`src/chunked_rle_bitmap_decoder_unit_assert.svh`:
```
// ----------------------------------------------------------------------------
// chunked rle bitmap decoder assertion macros
// concurrent assertion wrappers, empty when SYNTH is defined
// ----------------------------------------------------------------------------
`ifndef CHUNKED_RLE_BITMAP_DECODER_UNIT_ASSERT_SVH
`define CHUNKED_RLE_BITMAP_DECODER_UNIT_ASSERT_SVH
`ifndef SYNTH
// expression must hold at every clock edge out of reset
`define CRBD_ASSERT_HOLD(lbl, expr) \
  lbl: assert property (@(posedge clk) disable iff (rst) (expr)) \
    else $error("crbd assertion failed");
// antecedent implies consequent in the same cycle
`define CRBD_ASSERT_IMP(lbl, ante, cons) \
  lbl: assert property (@(posedge clk) disable iff (rst) (ante) |-> (cons)) \
    else $error("crbd assertion failed");
// antecedent implies consequent in the next cycle
`define CRBD_ASSERT_NEXT(lbl, ante, cons) \
  lbl: assert property (@(posedge clk) disable iff (rst) (ante) |=> (cons)) \
    else $error("crbd assertion failed");
`else
`define CRBD_ASSERT_HOLD(lbl, expr)
`define CRBD_ASSERT_IMP(lbl, ante, cons)
`define CRBD_ASSERT_NEXT(lbl, ante, cons)
`endif
`endif

```
`src/crbd_pkg.sv`:
```
// ----------------------------------------------------------------------------
// crbd_pkg
// shared types, constants and helpers of the chunked rle bitmap decoder
// ----------------------------------------------------------------------------
package crbd_pkg;

  localparam int DISPLAY_WIDTH  = 128;
  localparam int DISPLAY_HEIGHT = 64;
  localparam int HALF_ROWS      = (DISPLAY_HEIGHT + 1) / 2;
  localparam int STORE_DEPTH    = 512;
  localparam int ADDR_W         = 9;
  localparam int IN_TDATA_W     = 24;
  localparam int OUT_TDATA_W    = 32;

  localparam logic [2:0] MAX_GROUPS = 3'd6;

  localparam logic [0:0] CFG_IMG_WIDTH  = 1'b0;
  localparam logic [0:0] CFG_IMG_HEIGHT = 1'b1;

  localparam logic KIND_STREAM = 1'b0;
  localparam logic KIND_READ   = 1'b1;

  typedef struct packed {
    logic clr_wr;
    logic load_in;
    logic rd_issue;
    logic take_bit;
    logic paint_rd;
    logic paint_wr;
    logic sync_start;
    logic sync_step;
    logic walk_step;
    logic out_load;
  } crbd_cmd_t;

  typedef struct packed {
    logic clr_last;
    logic in_kind;
    logic count_done;
    logic count_n;
    logic walk_paint;
    logic walk_end;
  } crbd_stat_t;

  // base of a count coded with g groups
  function automatic logic [15:0] group_offset(input logic [2:0] g);
    logic [15:0] off;
    case (g)
      3'd2:    off = 16'd8;
      3'd3:    off = 16'd72;
      3'd4:    off = 16'd584;
      3'd5:    off = 16'd4680;
      3'd6:    off = 16'd37448;
      default: off = 16'd0;
    endcase
    return off;
  endfunction

endpackage

```
`src/crbd_ctrl.sv`:
```
// ----------------------------------------------------------------------------
// crbd_ctrl
// sequencer for clearing, reads, bit decode, chunk sync, walk and paint
// ----------------------------------------------------------------------------
`include "chunked_rle_bitmap_decoder_unit_assert.svh"

module crbd_ctrl (
  input  logic                  clk,
  input  logic                  rst,
  input  logic                  in_valid,
  output logic                  in_ready,
  input  logic                  in_kind,
  output logic                  out_valid,
  input  logic                  out_ready,
  output crbd_pkg::crbd_cmd_t   cmd,
  input  crbd_pkg::crbd_stat_t  stat
);
  import crbd_pkg::*;

  localparam logic [3:0] ST_CLEAR    = 4'd0;
  localparam logic [3:0] ST_IDLE     = 4'd1;
  localparam logic [3:0] ST_RD       = 4'd2;
  localparam logic [3:0] ST_BIT      = 4'd3;
  localparam logic [3:0] ST_PAINT_RD = 4'd4;
  localparam logic [3:0] ST_PAINT_WR = 4'd5;
  localparam logic [3:0] ST_SYNC0    = 4'd6;
  localparam logic [3:0] ST_SYNC     = 4'd7;
  localparam logic [3:0] ST_WALK     = 4'd8;
  localparam logic [3:0] ST_DONE     = 4'd9;

  logic [3:0] state;
  logic [3:0] state_next;
  logic [3:0] bits_done;
  logic [2:0] sync_cnt;
  logic       after_sync;
  logic       out_free;

  always_comb begin
    out_free   = !out_valid || out_ready;
    in_ready   = (state == ST_IDLE);
    cmd        = '0;
    state_next = state;
    case (state)
      ST_CLEAR: begin
        cmd.clr_wr = 1'b1;
        if (stat.clr_last) state_next = ST_IDLE;
      end
      ST_IDLE: begin
        if (in_valid) begin
          cmd.load_in = 1'b1;
          state_next  = (in_kind == KIND_READ) ? ST_RD : ST_BIT;
        end
      end
      ST_RD: begin
        cmd.rd_issue = 1'b1;
        state_next   = ST_DONE;
      end
      ST_BIT: begin
        cmd.take_bit = 1'b1;
        if (stat.count_done) begin
          state_next = stat.count_n ? ST_PAINT_RD : ST_SYNC0;
        end else if (bits_done == 4'd7) begin
          state_next = ST_DONE;
        end
      end
      ST_PAINT_RD: begin
        cmd.paint_rd = 1'b1;
        state_next   = ST_PAINT_WR;
      end
      ST_PAINT_WR: begin
        cmd.paint_wr = 1'b1;
        state_next   = after_sync ? ST_SYNC0 : ST_WALK;
      end
      ST_SYNC0: begin
        cmd.sync_start = 1'b1;
        state_next     = ST_SYNC;
      end
      ST_SYNC: begin
        cmd.sync_step = 1'b1;
        if (sync_cnt == 3'd7) state_next = ST_WALK;
      end
      ST_WALK: begin
        cmd.walk_step = 1'b1;
        if (stat.walk_paint) begin
          state_next = ST_PAINT_RD;
        end else if (stat.walk_end) begin
          state_next = (bits_done == 4'd8) ? ST_DONE : ST_BIT;
        end
      end
      ST_DONE: begin
        if (out_free) begin
          cmd.out_load = 1'b1;
          state_next   = ST_IDLE;
        end
      end
      default: state_next = ST_IDLE;
    endcase
  end

  always_ff @(posedge clk) begin
    if (rst) begin
      state      <= ST_CLEAR;
      bits_done  <= 4'd0;
      sync_cnt   <= 3'd0;
      after_sync <= 1'b0;
      out_valid  <= 1'b0;
    end else begin
      state <= state_next;
      if (cmd.load_in) bits_done <= 4'd0;
      if (cmd.take_bit) begin
        bits_done  <= bits_done + 4'd1;
        after_sync <= 1'b1;
      end
      if (cmd.walk_step) after_sync <= 1'b0;
      sync_cnt <= cmd.sync_step ? sync_cnt + 3'd1 : 3'd0;
      if (cmd.out_load) begin
        out_valid <= 1'b1;
      end else if (out_ready) begin
        out_valid <= 1'b0;
      end
    end
  end

  `CRBD_ASSERT_IMP(a_load_free, cmd.out_load && out_valid, out_ready)
  `CRBD_ASSERT_IMP(a_bit_count, state == ST_BIT, bits_done < 4'd8)
  `CRBD_ASSERT_NEXT(a_count_paint, cmd.take_bit && stat.count_done && stat.count_n,
                    state == ST_PAINT_RD && after_sync)
  `CRBD_ASSERT_HOLD(a_no_clear_accept, !(state == ST_CLEAR && in_ready))

endmodule
```
`config.mk`:
```
export PLATFORM = sky130hd
export DESIGN_NAME = crbd_ctrl
export DESIGN_NICKNAME = d
export VERILOG_FILES = /design/src/crbd_pkg.sv /design/src/crbd_ctrl.sv
export VERILOG_INCLUDE_DIRS = /design/src /design/src/src
export SDC_FILE = /design/constraint.sdc
export NUM_CORES = 1
export LEC_CHECK = 0
export ABC_AREA = 0
export ABC_CLOCK_PERIOD_IN_PS = 2090
export BUFFER_PORTS_ARGS = -buffer_cell sky130_fd_sc_hd__buf_2
export CAP_MARGIN = 20
export CORE_MARGIN = 1
export CORE_UTILIZATION = 30
export CTS_CLUSTER_DIAMETER = 30
export DETAILED_ROUTE_END_ITERATION = 16
export HOLD_SLACK_MARGIN = 0.1
export PLACE_DENSITY = 0.48
export SETUP_SLACK_MARGIN = 0.15
export SYNTH_ARGS = -nofsm -noshare
export SYNTH_HDL_FRONTEND = slang
export SYNTH_SLANG_ARGS = --single-unit
```
`constraint.sdc`:
```
create_clock -name clk -period 2.09 [get_ports clk]
set_input_delay 0 -clock clk [delete_from_list [all_inputs] [get_ports clk]]
set_output_delay 0 -clock clk [all_outputs]
set_load 0.02 [all_outputs]
```
==> metrics.txt <==
peak supply drop 0.000602 V; worst-skew pair later-pin latency 280 ps; hold path endpoint state[1]$_SDFFE_PP0P_; Die W 55.4 um; Tot Pwr 0.000932 W; post-synth top area share 30.5%; Crit. End Element flop; worst min-delay path startpoint stat[0]; sequential area share after synthesis 30.5%; area leader, netlist dfxtp_1; drt drc 0; Netlist Area Pre-Place 855 sq um; total grt overflow 0; Worst EP required 2270 ps; row count 18; proportion of power drawn by combinational gates 47.2%; CP Class reg -> reg; reg-to-reg setup timing slack 260 ps; Slew Limit Fails 0; Via density 5.01; Area growth syn-to-layout 24.2%; Setup-failing EPs final 0; CTS tree built; first-pass GRT wire length 3.17 mm; R2R Path Start state[1]$_SDFFE_PP0P_; max incr delay on CP 600 ps; largest net degree at the start of global routing 16; Clock Skew 5.78 ps; type of origin of the critical path flop; Die H 55.4 um; Max-cap violations 0; Initial DRC Count 18; hold_buf cts 2; sequential power share 35.7%; IO Count 23; Switch Pwr 0.000374 W; Initial Util 33.0%; gr usage total 12.9%; worst setup margin 260 ps; Final period util 87.6%; main combinational cell family by area after synthesis simple AND/OR/NAND/NOR gates; hold-critical path depth 3; Post-Syn Nets 119; Setup TNS 0 ps; adder-cell share of the synthesized area 5.86%; crit-path leading delay family simple AND/OR/NAND/NOR gates; Synth area leaders dfxtp_1 30%, ha_1 5.9%, nor3_1 5.3%; Vias 807; Die ar. 0.00307 sq mm; Final ANT Viol Nets 0; Hold/Removal Path Class in -> reg; status completed; Syn Inst Count 104; CTS sink cnt 13; layout cells sized above 1 26.0%; Ys Warns 0; post-detailed-route wirelength per cell 11.9 um; Leak 0.479 nW; final WL 1.91 mm; Hold WS 130 ps; Synth Flop Type dfxtp_1; Pint 0.000558 W; Inserted Clock Buffers 3; Root Driver clkbuf_4; Power Density 878 mW/mm^2; post-layout util 41.0%; port bufs 21; post-CTS setup buffer count 0; Simple-Gate Fraction of Synth Area 37.8%; Clock power frac 17.0%; Post-CTS Resized 0; Final min period 1830 ps; count leader, synth dfxtp_1; reg2reg path depth 4; Synth Area in Compound Gates 16.7%; CP Data Arrival Time 2010 ps; #FFs+latches synth 13; routability cong. 0.739; Least-Margin Pin Slew 434 ps; XOR/XNOR Fraction of Synth Area 0%; EDFF count, synth 0; H-tree depth 1; Sw Ratio 40.1%; Final Hold Viols 0; Post-Syn Area per Cell 8.22 sq um; DPL Wire Length 1.48 mm; RSZ-0062 raised after global routing false; RR Endpoint state[0]$_SDFFE_PP0P_; vias in the first global route 728; core area 0.00259 sq mm; clock transition at the registers of the reported paths 80 ps; ys async rst share 0%; fmax 0.546 GHz; drt first pass iters 4; synth cell count leaders 13 x dfxtp_1, 11 x nor2_1, 9 x nor3_1; CP max stage cell or4b_4; CP max FO 10; Max-slew headroom 70.9%; CP cell instances or4b_4 -> o32ai_2 -> nor3_1 -> mux2_4; initial antenna violation count 0; Yosys cell types 35; maximum clock path buffer count 2; post-synthesis mux area share 4.25%; Diodes inserted 0; Place WS 267 ps; Buf+Inv Stages, Crit Path 0; fin nets 147
## final cells by class
type                       instances  area (sq um)
tap                               30          37.5
inverter                           6          22.5
sequential                        13           260
timing repair buffer              28           163
multi-input combinational         80           552
fill                             290          1530
clock buffer                       4          26.3
## per-stage QoR
step | instances | cell area, sq um
after global placement | 155 | 1010
after floorplan | 104 | 855
after CTS | 161 | 1060
after global routing | 161 | 1060
final | 161 | 1060
after detailed placement | 155 | 1010
## worst reg2reg max path, cell delays in order (launching register included)
cell	delay, ps
dfxtp_1	400
or4b_4	610
o32ai_2	260
nor3_1	140
mux2_4	320
## flip-flops by register name, indices dropped and copies added (netlist names)
| register | count |
|---|---|
| after_sync | 1 |
| out_valid | 1 |
| state | 4 |
| bits_done | 4 |
| sync_cnt | 3 |
## cell usage in the layout, fill, tap and decap left out, types with 2 or more instances in the layout
master          n
clkbuf_4        3
o21ai_0         2
nor2_1         11
buf_2          21
nand4b_1        2
and2_1          3
ha_1            4
or3_1           2
inv_1           6
a21oi_1         7
nand2b_1        6
nor3_1          9
nand4bb_1       2
dfxtp_1        13
a211oi_1        3
and3b_1         2
nand2_1         2
dlygate4sd3_1   2
nor2b_1         5
nand3_1         2
nand3b_1        3
buf_4           5
## metal layers
layer  global-route usage [%]  routed length, um  part of all wire, %
met1                     16.9                976                   51
met2                     19.4                822                   43
met3                     5.39                 90                  4.7
met4                     3.57                 23                  1.2
met5                        0                  0                    0
## power groups by stage
stage	combinational [W]	clock, W	sequential [W]
2_1_floorplan	0.000329	0	0.000315
3_3_place_gp	0.000436	0	0.000338
3_5_place_dp	0.000441	0	0.000338
4_1_cts	0.000445	0.000167	0.000333
5_1_grt	0.000487	0.000178	0.000339
6_report	0.000440	0.000159	0.000333
## cells by family after synthesis
| family | after synthesis |
|---|---|
| flip-flops | 13 |
| adder cells (fa/ha/maj) | 4 |
| multiplexers | 3 |
| buffers and inverters | 11 |
| AND/OR/NAND/NOR | 53 |
| AO/OA/AOI/OAI | 20 |
## worst max-delay path by stage
stage,startpoint,endpoint,slack (ps),cells after the start
after floorplan,state[1]$_SDFFE_PP0P_,state[0]$_SDFFE_PP0P_,430,4
after global placement,state[1]$_SDFFE_PP0P_,state[0]$_SDFFE_PP0P_,310,4
after detailed placement,state[1]$_SDFFE_PP0P_,state[0]$_SDFFE_PP0P_,270,4
after CTS,state[1]$_SDFFE_PP0P_,state[0]$_SDFFE_PP0P_,260,4
after global routing,state[1]$_SDFFE_PP0P_,state[0]$_SDFFE_PP0P_,200,5
final,state[1]$_SDFFE_PP0P_,state[0]$_SDFFE_PP0P_,260,4
Power figures use the tool's default switching activity.
